[src/rtl/bounded_deque_engine_defines.svh]
// Assertion macros shared by the deque engine RTL
`ifndef BOUNDED_DEQUE_ENGINE_DEFINES_SVH
`define BOUNDED_DEQUE_ENGINE_DEFINES_SVH

// Same-cycle implication, sampled on clk, off while in reset
`define BDE_ASSERT_NOW(label, ante, cons) \
    label: assert property (@(posedge clk) disable iff (!rst_n) (ante) |-> (cons)) \
        else $error("deque engine check failed");

// Next-cycle implication, sampled on clk, off while in reset
`define BDE_ASSERT_NEXT(label, ante, cons) \
    label: assert property (@(posedge clk) disable iff (!rst_n) (ante) |=> (cons)) \
        else $error("deque engine check failed");

`endif

[src/rtl/bde_pkg.sv]
`timescale 1ns / 1ps

package bde_pkg;

    localparam int DEPTH  = 16;
    localparam int DATA_W = 32;
    localparam int ADDR_W = $clog2(DEPTH);
    localparam int CNT_W  = $clog2(DEPTH + 1);

    // command codes
    localparam logic [2:0] CMD_PUSH_FRONT = 3'd0;
    localparam logic [2:0] CMD_PUSH_BACK  = 3'd1;
    localparam logic [2:0] CMD_POP_FRONT  = 3'd2;
    localparam logic [2:0] CMD_POP_BACK   = 3'd3;
    localparam logic [2:0] CMD_FIND       = 3'd4;
    localparam logic [2:0] CMD_REVERSE    = 3'd5;

    // status codes
    localparam logic [1:0] ST_OK    = 2'd0;
    localparam logic [1:0] ST_EMPTY = 2'd1;
    localparam logic [1:0] ST_FULL  = 2'd2;

    typedef struct packed {
        logic [2:0]         command;
        logic signed [31:0] operand;
    } req_beat_t;

    typedef struct packed {
        logic [1:0]         status;
        logic signed [31:0] removed_value;
        logic               found;
        logic [4:0]         occupancy;
        logic signed [31:0] front_value;
        logic signed [31:0] back_value;
        logic               is_empty;
    } rsp_beat_t;

endpackage

[src/rtl/bounded_deque_engine.sv]
// Deque engine: one command beat in, one result beat out.
// Sequence: every accepted command passes S_EXEC and then S_DONE, which loads the result once the output slot is free;
// a pop that leaves entries also passes S_READ; a find on a non-empty deque walks S_FIND over 1..16 entries.
// Throughput: one command at a time; the next is taken the cycle after the result is loaded.
// Rate is set by the single ring-store read port, shared by end refresh and the find walk.
// Reset (rst_n low, asynchronous): deque empty, orientation normal; store contents undefined.
`timescale 1ns / 1ps

`include "bounded_deque_engine_defines.svh"

module bounded_deque_engine (
    input  logic               clk,
    input  logic               rst_n,
    input  logic               req_valid,
    output logic               req_stall,
    input  bde_pkg::req_beat_t req,
    output logic               rsp_valid,
    input  logic               rsp_stall,
    output bde_pkg::rsp_beat_t rsp
);
    import bde_pkg::*;

    typedef enum logic [2:0] {
        S_IDLE,
        S_EXEC,
        S_READ,
        S_FIND,
        S_DONE
    } state_t;

    typedef logic signed [DATA_W-1:0] data_t;

    // ring store
    data_t mem [DEPTH];
    data_t rd_data_reg;

    state_t              state_reg, state_next;
    logic [2:0]          cmd_reg, cmd_next;
    data_t               op_reg, op_next;
    logic [ADDR_W-1:0]   start_reg, start_next;
    logic [CNT_W-1:0]    cnt_reg, cnt_next;
    logic                rev_reg, rev_next;
    data_t               lo_reg, lo_next;
    data_t               hi_reg, hi_next;
    logic                fill_lo_reg, fill_lo_next;
    logic [ADDR_W-1:0]   idx_reg, idx_next;
    logic [1:0]          status_reg, status_next;
    data_t               removed_reg, removed_next;
    logic                found_reg, found_next;
    logic                rsp_valid_reg, rsp_valid_next;
    rsp_beat_t           rsp_reg, rsp_next;

    logic                wr_en;
    logic [ADDR_W-1:0]   wr_addr;
    logic                rd_en;
    logic [ADDR_W-1:0]   rd_addr;
    logic                at_low;
    logic                is_push;
    logic                is_pop;
    logic                hit;
    logic                last_idx;
    logic                slot_free;

    assign req_stall = (state_reg != S_IDLE);
    assign rsp_valid = rsp_valid_reg;
    assign rsp       = rsp_reg;

    // command decode: which ring end is touched
    assign is_push = (cmd_reg == CMD_PUSH_FRONT) || (cmd_reg == CMD_PUSH_BACK);
    assign is_pop  = (cmd_reg == CMD_POP_FRONT) || (cmd_reg == CMD_POP_BACK);
    assign at_low  = ((cmd_reg == CMD_PUSH_FRONT) || (cmd_reg == CMD_POP_FRONT)) != rev_reg;

    // compare unit for the find walk, and the free-slot check for the result
    assign hit       = (rd_data_reg == op_reg);
    assign last_idx  = ({1'b0, idx_reg} + CNT_W'(1)) == cnt_reg;
    assign slot_free = !rsp_valid_reg || !rsp_stall;

    // sequencer
    always_comb
    begin
        state_next     = state_reg;
        cmd_next       = cmd_reg;
        op_next        = op_reg;
        start_next     = start_reg;
        cnt_next       = cnt_reg;
        rev_next       = rev_reg;
        lo_next        = lo_reg;
        hi_next        = hi_reg;
        fill_lo_next   = fill_lo_reg;
        idx_next       = idx_reg;
        status_next    = status_reg;
        removed_next   = removed_reg;
        found_next     = found_reg;
        rsp_valid_next = rsp_valid_reg;
        rsp_next       = rsp_reg;
        wr_en          = 1'b0;
        wr_addr        = start_reg;
        rd_en          = 1'b0;
        rd_addr        = start_reg;

        if (rsp_valid_reg && !rsp_stall)
        begin
            rsp_valid_next = 1'b0;
        end

        unique case (state_reg)
            S_IDLE:
            begin
                if (req_valid)
                begin
                    cmd_next     = req.command;
                    op_next      = DATA_W'(req.operand);
                    status_next  = ST_OK;
                    removed_next = '0;
                    found_next   = 1'b0;
                    state_next   = S_EXEC;
                end
            end

            S_EXEC:
            begin
                state_next = S_DONE;
                if (is_push)
                begin
                    if (cnt_reg == CNT_W'(DEPTH))
                    begin
                        status_next = ST_FULL;
                    end
                    else
                    begin
                        wr_en    = 1'b1;
                        cnt_next = cnt_reg + CNT_W'(1);
                        if (at_low)
                        begin
                            wr_addr    = start_reg - ADDR_W'(1);
                            start_next = start_reg - ADDR_W'(1);
                            lo_next    = op_reg;
                            if (cnt_reg == '0)
                            begin
                                hi_next = op_reg;
                            end
                        end
                        else
                        begin
                            wr_addr = start_reg + cnt_reg[ADDR_W-1:0];
                            hi_next = op_reg;
                            if (cnt_reg == '0)
                            begin
                                lo_next = op_reg;
                            end
                        end
                    end
                end
                else if (is_pop)
                begin
                    if (cnt_reg == '0)
                    begin
                        status_next = ST_EMPTY;
                    end
                    else
                    begin
                        removed_next = at_low ? lo_reg : hi_reg;
                        cnt_next     = cnt_reg - CNT_W'(1);
                        fill_lo_next = at_low;
                        if (cnt_reg == CNT_W'(1))
                        begin
                            start_next = '0;
                        end
                        else
                        begin
                            // fetch the new end entry
                            rd_en      = 1'b1;
                            state_next = S_READ;
                            if (at_low)
                            begin
                                rd_addr    = start_reg + ADDR_W'(1);
                                start_next = start_reg + ADDR_W'(1);
                            end
                            else
                            begin
                                rd_addr = start_reg + ADDR_W'(cnt_reg - CNT_W'(2));
                            end
                        end
                    end
                end
                else if (cmd_reg == CMD_FIND)
                begin
                    if (cnt_reg != '0)
                    begin
                        rd_en      = 1'b1;
                        rd_addr    = start_reg;
                        idx_next   = '0;
                        state_next = S_FIND;
                    end
                end
                else if (cmd_reg == CMD_REVERSE)
                begin
                    rev_next = !rev_reg;
                end
            end

            S_READ:
            begin
                if (fill_lo_reg)
                begin
                    lo_next = rd_data_reg;
                end
                else
                begin
                    hi_next = rd_data_reg;
                end
                state_next = S_DONE;
            end

            S_FIND:
            begin
                if (hit)
                begin
                    found_next = 1'b1;
                    state_next = S_DONE;
                end
                else if (last_idx)
                begin
                    state_next = S_DONE;
                end
                else
                begin
                    rd_en    = 1'b1;
                    rd_addr  = start_reg + idx_reg + ADDR_W'(1);
                    idx_next = idx_reg + ADDR_W'(1);
                end
            end

            S_DONE:
            begin
                if (slot_free)
                begin
                    rsp_valid_next         = 1'b1;
                    rsp_next.status        = status_reg;
                    rsp_next.removed_value = 32'(removed_reg);
                    rsp_next.found         = found_reg;
                    rsp_next.occupancy     = 5'(cnt_reg);
                    rsp_next.is_empty      = (cnt_reg == '0);
                    if (cnt_reg == '0)
                    begin
                        rsp_next.front_value = '0;
                        rsp_next.back_value  = '0;
                    end
                    else
                    begin
                        rsp_next.front_value = 32'(rev_reg ? hi_reg : lo_reg);
                        rsp_next.back_value  = 32'(rev_reg ? lo_reg : hi_reg);
                    end
                    state_next = S_IDLE;
                end
            end

            default:
            begin
                state_next = S_IDLE;
            end
        endcase
    end

    // state and registered outputs
    always_ff @(posedge clk or negedge rst_n)
    begin
        if (!rst_n)
        begin
            state_reg     <= S_IDLE;
            start_reg     <= '0;
            cnt_reg       <= '0;
            rev_reg       <= 1'b0;
            rsp_valid_reg <= 1'b0;
        end
        else
        begin
            state_reg     <= state_next;
            start_reg     <= start_next;
            cnt_reg       <= cnt_next;
            rev_reg       <= rev_next;
            rsp_valid_reg <= rsp_valid_next;
        end
    end

    // payload and working registers
    always_ff @(posedge clk)
    begin
        cmd_reg     <= cmd_next;
        op_reg      <= op_next;
        lo_reg      <= lo_next;
        hi_reg      <= hi_next;
        fill_lo_reg <= fill_lo_next;
        idx_reg     <= idx_next;
        status_reg  <= status_next;
        removed_reg <= removed_next;
        found_reg   <= found_next;
        rsp_reg     <= rsp_next;
    end

    // ring store: one write port, one registered read port
    always_ff @(posedge clk)
    begin
        if (wr_en)
        begin
            mem[wr_addr] <= op_reg;
        end
        if (rd_en)
        begin
            rd_data_reg <= mem[rd_addr];
        end
    end

    // checks
    `BDE_ASSERT_NOW(a_cnt_bound, 1'b1, cnt_reg <= CNT_W'(DEPTH))
    `BDE_ASSERT_NOW(a_empty_start, cnt_reg == '0, start_reg == '0)
    `BDE_ASSERT_NOW(a_find_range, state_reg == S_FIND, {1'b0, idx_reg} < cnt_reg)
    `BDE_ASSERT_NEXT(a_push_grow, (state_reg == S_EXEC) && is_push && (cnt_reg < CNT_W'(DEPTH)), cnt_reg == $past(cnt_reg) + CNT_W'(1))
    `BDE_ASSERT_NOW(a_rsp_empty, rsp_valid_reg, rsp_reg.is_empty == (rsp_reg.occupancy == '0))

endmodule
[config.mk]
export PLATFORM = sky130hd
export DESIGN_NAME = bounded_deque_engine
export DESIGN_NICKNAME = d
export VERILOG_FILES = /design/src/rtl/bde_pkg.sv /design/src/rtl/bounded_deque_engine.sv
export VERILOG_INCLUDE_DIRS = /design/src /design/src/rtl
export SDC_FILE = /design/constraint.sdc
export NUM_CORES = 1
export LEC_CHECK = 0
export BUFFER_PORTS_ARGS = -buffer_cell sky130_fd_sc_hd__buf_2
export CAP_MARGIN = 10
export CORE_MARGIN = 3
export CORE_UTILIZATION = 60
export DETAILED_ROUTE_END_ITERATION = 7
export GPL_TIMING_DRIVEN = 0
export PLACE_DENSITY = 0.86
export SLEW_MARGIN = 15
export SYNTH_ARGS = -nofsm -noshare
export SYNTH_HDL_FRONTEND = slang
export SYNTH_SLANG_ARGS = --single-unit
export TNS_END_PERCENT = 50
[constraint.sdc]
create_clock -name clk -period 7.3 [get_ports clk]
set_input_delay 1.095 -clock clk [delete_from_list [all_inputs] [get_ports clk]]
set_output_delay 1.095 -clock clk [all_outputs]
set_load 0.01 [all_outputs]
==> flow_metrics.py, run 1 <==
metrics = {
    "status": {
        "outcome": "complete, no violations",
    },
    "clock_network": {
        "clock_sinks": 802,
        "cts.clk_slew.worst_paths_ns": 0.06,
        "cts_buffer_depth": 3,
        "cts_tree": "done",
        "cts_root_buffer": "clkbuf_16",
        "cts.htree.levels": 3,
        "clk_latency_ns": 0.63,
        "cts_setup_buffers": 0,
        "cts_resized": 0,
        "numCtsBuffers": 76,
        "hold_buffers": 0,
    },
    "critical_path": {
        "reg2regPathDepth": 15,
        "r2r-end": "rd_data_reg[1]",
        "rrSetupSlack_ns": 2.19,
        "arrival_ns": 5.43,
        "critPathCaptureType": "flip-flop",
        "r2r_start": "start_reg[2]",
        "cp_max_fo": 10,
        "start_kind": "flip-flop",
        "critPathKind": "flip-flop to flip-flop",
        "required_ns": 7.62,
    },
    "finish": {
        "ff_latch_area_um2": 24000,
        "largest_reg_flops": 512,
        "fillers": 3088,
        "layout_commonest_cell": "edfxtp_1",
        "design_area_um2": 36900,
        "syn_to_final_growth_pct": 15.1,
        "multi_input_area_um2": 7610,
        "drive_gt1_frac": 0.211,
        "num_antenna_cells": 0,
        "final_cell_mix": "788 x edfxtp_1, 168 x buf_2, 159 x mux2i_1",
        "fin_nets": 2200,
    },
    "floorplanning": {
        "io_pins": 146,
        "die_h_um": 237,
        "initial_utilization": 0.608,
        "dieArea_um2": 56300,
        "rows": 84,
        "die_x_um": 237,
        "coreArea_um2": 52800,
    },
    "sta": {
        "setup_ws_ns": 2.19,
        "timing.slew.headroom": 0.326,
        "rsz0062_at_grt": "no",
        "finalCriticalPeriod_ns": 5.11,
        "min_period_over_period": 0.700,
        "tightest_slew_ns": 1.00,
        "hold_ws_ns": 0.392,
        "final.setup.tns_ns": 0,
        "hold_violations": 0,
        "setup_violations": 0,
        "fmax_ghz": 0.196,
        "slew_violations": 0,
        "skew_ns": 0.0306,
    },
    "yosys": {
        "ys.flop_type": "edfxtp_1",
        "syn-num-nets": 1953,
        "async_reset_ff_frac": 0.0175,
        "yosys_register_bits": 802,
        "ys.warnings.count": 0,
        "synth_edf_count": 788,
        "synth_largest_area_cell": "edfxtp_1",
        "mappedNetlistArea_um2": 32100,
        "avgSynthCellArea_um2": 16.9,
        "syn_inst": 1895,
        "yosysUniqueCellTypes": 61,
        "ys_seq_area_frac": 0.749,
        "synth_top_area_share": 0.738,
        "synth_area_leaders": "edfxtp_1 74%, mux2i_1 5.0%, mux2_2 3.3%",
    },
    "power": {
        "ir_drop_v": 0.000296,
        "swShare": 0.352,
        "p_int_mw": 10.5,
        "clkPwrFrac": 0.248,
        "p_per_area_nw_per_um2": 437,
        "seq_power_share": 0.404,
        "p_leak_nw": 12.4,
        "combPwrFrac": 0.348,
        "power_mw": 16.1,
        "net-switching-power_mw": 5.68,
    },
    "routing": {
        "wl_per_cell_um": 27.2,
        "num_vias": 18900,
        "drc": 0,
        "drt_wl_total_um": 78600,
        "ant_nets": 0,
        "drtPass1Iterations": 6,
        "first_iter_violations": 2873,
        "vias_per_cell": 6.54,
    },
    "placement": {
        "post-place-ws_ns": 2.43,
        "place_congestion": 0.921,
        "portBuffers": 145,
        "hpwl_um": 51500,
        "place_area_um2": 34400,
    },
    "global_route": {
        "grt_max_degree": 33,
        "gr-total-overflow": 0,
        "grt_pass1_wl_um": 118000,
        "antenna_found_initial": 0,
        "gr-usage-all-layers": 0.281,
        "grt_pass1_vias": 19300,
    },
    "worst_hold_path": {
        "hold_class": "input port to async pin",
    },
    "job": {
        "drv.max_cap_violation_count": 0,
    },
}
## cell type report
cell class                      instances  share of cell area
Clock inverter                         43              0.0126
Clock buffer                           96              0.0555
Sequential cell                       802               0.650
Tap cell                              688              0.0233
Buffer                                104              0.0128
Inverter                               39             0.00396
Timing Repair Buffer                  169              0.0355
Multi-Input combinational cell        950               0.206
## cell families (layout without fill, tap and decap cells)
logic type / count (synthesis) / after routing / synth area share
AOI/OAI and AO/OA: 286 / 286 / 0.0645
and+or+nand+nor: 315 / 315 / 0.0449
adders and majority gates: 19 / 19 / 0.00811
muxes: 278 / 278 / 0.0999
DFF: 802 / 802 / 0.749
buffers and inverters: 143 / 451 / 0.0193
xor gates and xnor gates: 52 / 52 / 0.0147
## metrics by stage
step                utilization  std cells
CTS                       0.700       2891
global placement          0.638       2728
finish                    0.700       2891
floorplan                     -       1895
detailed placement        0.652       2752
global route              0.700       2891
## worst max-delay path, cell delays in order, from the launching register on
cell,delay (ns)
dfrtp_1,0.41
clkbuf_1,0.44
inv_1,0.23
ha_1,0.40
fa_1,0.38
xor3_1,0.20
nor3_1,0.04
o21ai_0,0.38
o311ai_0,0.24
nand3_1,0.14
or2_1,0.21
buf_2,0.27
buf_2,0.46
nand2_1,0.41
o221ai_1,0.39
o21ai_0,0.21
## worst max path at each step
stage | depth (start not counted) | to | startpoint
2_1_floorplan | 1 | rsp[0] | rsp_stall
3_3_place_gp | 2 | rsp[38] | rsp_stall
3_5_place_dp | 15 | rd_data_reg[1] | start_reg[2]
4_1_cts | 15 | rd_data_reg[1] | start_reg[2]
5_1_grt | 15 | rd_data_reg[1] | start_reg[2]
6_report | 15 | rd_data_reg[1] | start_reg[2]
## Yosys cell counts, types with 3 or more instances
library cell and n:
buf_2 23, xor2_1 7, a22o_1 3, ha_1 16, o22a_1 42, buf_6 5
or3_1 7, nor3_1 14, a32oi_1 22, a22oi_1 11, dfrtp_1 14, nand2b_1 4
o21ai_0 42, nor4_2 3, o21a_1 7, nand4_1 13, mux2i_1 159, clkbuf_1 61
nor2_1 106, a32o_1 11, a21oi_1 46, and2_1 3, o211ai_1 24, nand2_1 110
xnor2_1 44, mux4_2 24, buf_4 4, nand3b_1 4, mux2_2 94, inv_1 38
edfxtp_1 788, nand3_1 31, o22ai_1 22, o21ai_1 9, buf_1 11, and3_1 6
fa_1 3, o221ai_1 33
## metal layers
metal | vias to the layer above | wire, um | track usage
met2 | 1333 | 37400 | 0.448
met5 | - | 0 | 0
li1 | 7929 | - | -
met4 | 0 | 3820 | 0.137
met1 | 9366 | 28700 | 0.375
met3 | 277 | 8670 | 0.0578
## power by group through the flow
stage / Clock (mW) / Sequential [mW] / Combinational, mW
floorplan: 0 / 6.54 / 3.53
global placement: 0 / 6.60 / 5.06
detailed placement: 0 / 6.59 / 5.42
CTS: 4.03 / 6.51 / 5.52
global route: 4.24 / 6.57 / 5.92
finish: 4.01 / 6.52 / 5.61
(Power assumes the default switching activity.)
==> run 2: changes to the inputs <==
==> constraint.sdc (replaced) <==
create_clock -name clk -period 5.1 [get_ports clk]
set_input_delay 0.765 -clock clk [delete_from_list [all_inputs] [get_ports clk]]
set_output_delay 0.765 -clock clk [all_outputs]
set_load 0.01 [all_outputs]
==> flow_metrics.py, run 2 (synthesized netlist as in run 1, its figures left out) <==
metrics = {
    "sta": {
        "timing.slew.headroom": 0.156,
        "setup_ws_ns": 0.261,
        "min_period_over_period": 0.949,
        "fmax_ghz": 0.207,
        "hold_ws_ns": 0.0414,
        "slew_violations": 0,
        "finalCriticalPeriod_ns": 4.84,
        "setup_violations": 0,
        "rsz0062_at_grt": "no",
        "tightest_slew_ns": 1.26,
        "skew_ns": 0.0287,
        "hold_violations": 0,
    },
    "critical_path": {
        "rrSetupSlack_ns": 0.26,
        "critPathKind": "flip-flop to flip-flop",
        "r2r-end": "rd_data_reg[29]",
        "required_ns": 5.46,
        "reg2regPathDepth": 11,
        "crit_end": "rd_data_reg[29]",
        "crit_path_start": "op_reg[14]",
        "r2r_start": "op_reg[14]",
        "cp_max_fo": 18,
        "start_kind": "flip-flop",
        "critPathCaptureType": "flip-flop",
        "arrival_ns": 5.20,
    },
    "clock_network": {
        "cts.htree.levels": 3,
        "numCtsBuffers": 78,
        "cts_buffer_depth": 3,
        "cts.clk_slew.worst_paths_ns": 0.07,
        "clock_sinks": 802,
        "cts_tree": "done",
        "cts_root_buffer": "clkbuf_16",
        "clk_latency_ns": 0.64,
    },
    "finish": {
        "final_cell_mix": "788 x edfxtp_1, 167 x buf_2, 159 x mux2i_1",
        "design_area_um2": 36800,
        "num_antenna_cells": 0,
        "drive_gt1_frac": 0.210,
        "fillers": 3151,
        "syn_to_final_growth_pct": 14.7,
        "largest_reg_flops": 512,
        "fin_nets": 2202,
        "layout_commonest_cell": "edfxtp_1",
    },
    "global_route": {
        "antenna_found_initial": 0,
        "gr-usage-all-layers": 0.280,
        "grt_max_degree": 33,
        "grt_pass1_vias": 19200,
        "gr-total-overflow": 0,
        "grt_pass1_wl_um": 118000,
    },
    "routing": {
        "drt_wl_total_um": 78300,
        "first_iter_violations": 2791,
        "num_vias": 18900,
        "wl_per_cell_um": 27.1,
        "vias_per_cell": 6.54,
        "drtPass1Iterations": 8,
        "drc": 0,
        "ant_nets": 0,
    },
    "power": {
        "p_per_area_nw_per_um2": 620,
        "p_leak_nw": 12.3,
        "ir_drop_v": 0.000435,
    },
    "worst_hold_path": {
        "hold_class": "input port to async pin",
    },
    "placement": {
        "post-place-ws_ns": 0.144,
        "place_congestion": 0.929,
        "hpwl_um": 51800,
        "portBuffers": 145,
        "place_area_um2": 34400,
    },
    "floorplanning": {
        "initial_utilization": 0.608,
        "io_pins": 146,
        "dieArea_um2": 56300,
        "coreArea_um2": 52800,
        "rows": 84,
        "die_x_um": 237,
        "die_h_um": 237,
    },
    "job": {
        "drv.max_cap_violation_count": 0,
    },
    "status": {
        "outcome": "complete, no violations",
    },
}
## run 2: critical path, cell delays in order (launching register included)
cell and delay (ns):
edfxtp_1 0.66, xnor2_1 0.49, nand4_1 0.18, nor4_2 0.60, a2bb2oi_2 0.30, or3_1 0.38, buf_2 0.19, a21oi_1 0.59
clkbuf_1 0.54, a32oi_1 0.13, o22ai_1 0.34, o211ai_1 0.13
## run 2: what timing repair did
action / 4_1_cts / 5_1_grt
resized for setup: 0 / 7
hold buffers: 0 / 0
setup buffers: 0 / 0
endpoints found under the setup margin: 0 / 30
hold endpoints to repair: 0 / 0
## run 2: layout make-up
class | count | area, um^2 | share of cell area
Sequential cell | 802 | 24000 | 0.653
Multi-Input combinational cell | 950 | 7610 | 0.207
Clock buffer | 95 | 2020 | 0.0548
Timing Repair Buffer | 169 | 1310 | 0.0356
Tap cell | 688 | 861 | 0.0234
Buffer | 104 | 477 | 0.0130
Clock inverter | 41 | 363 | 0.00986
Inverter | 39 | 146 | 0.00398
## run 2: worst min path at each step
stage / start / endpoint / slack [ns] / cells past startpoint
6_report: rst_n / start_reg[0] / 0.04 / 1
5_1_grt: rst_n / start_reg[0] / 0.06 / 1
4_1_cts: rst_n / start_reg[0] / 0.04 / 1
3_5_place_dp: removed_reg[7] / rsp[78] / 0.41 / 0
3_3_place_gp: removed_reg[1] / rsp[72] / 0.41 / 0
2_1_floorplan: removed_reg[29] / rsp[100] / 0.40 / 0
## run 2: power breakdown
| part | internal [mW] | total [mW] | leakage, nW | switching (mW) |
|---|---|---|---|---|
| clock | 3.03 | 5.45 | 1.16 | 2.41 |
| sequential | 8.68 | 9.33 | 7.34 | 0.650 |
| combinational | 2.98 | 8.02 | 3.82 | 5.05 |
## run 2: through the flow
| step | setup TNS [ns] | power (mW) | cells | util |
|---|---|---|---|---|
| floorplan | 0 | 14.4 | 1895 | - |
| global placement | -230.46 | 16.7 | 2728 | 0.638 |
| detailed placement | 0 | 17.2 | 2752 | 0.652 |
| CTS | 0 | 22.7 | 2888 | 0.697 |
| global route | 0 | 23.7 | 2888 | 0.697 |
| finish | 0 | 22.8 | 2888 | 0.697 |
## run 2: metal layers
| metal | vias to the layer above | routed length, um | track usage |
|---|---|---|---|
| met5 | - | 0 | 0 |
| met4 | 0 | 3640 | 0.127 |
| met1 | 9333 | 28800 | 0.379 |
| met2 | 1347 | 37100 | 0.445 |
| li1 | 7932 | - | - |
| met3 | 270 | 8750 | 0.0604 |
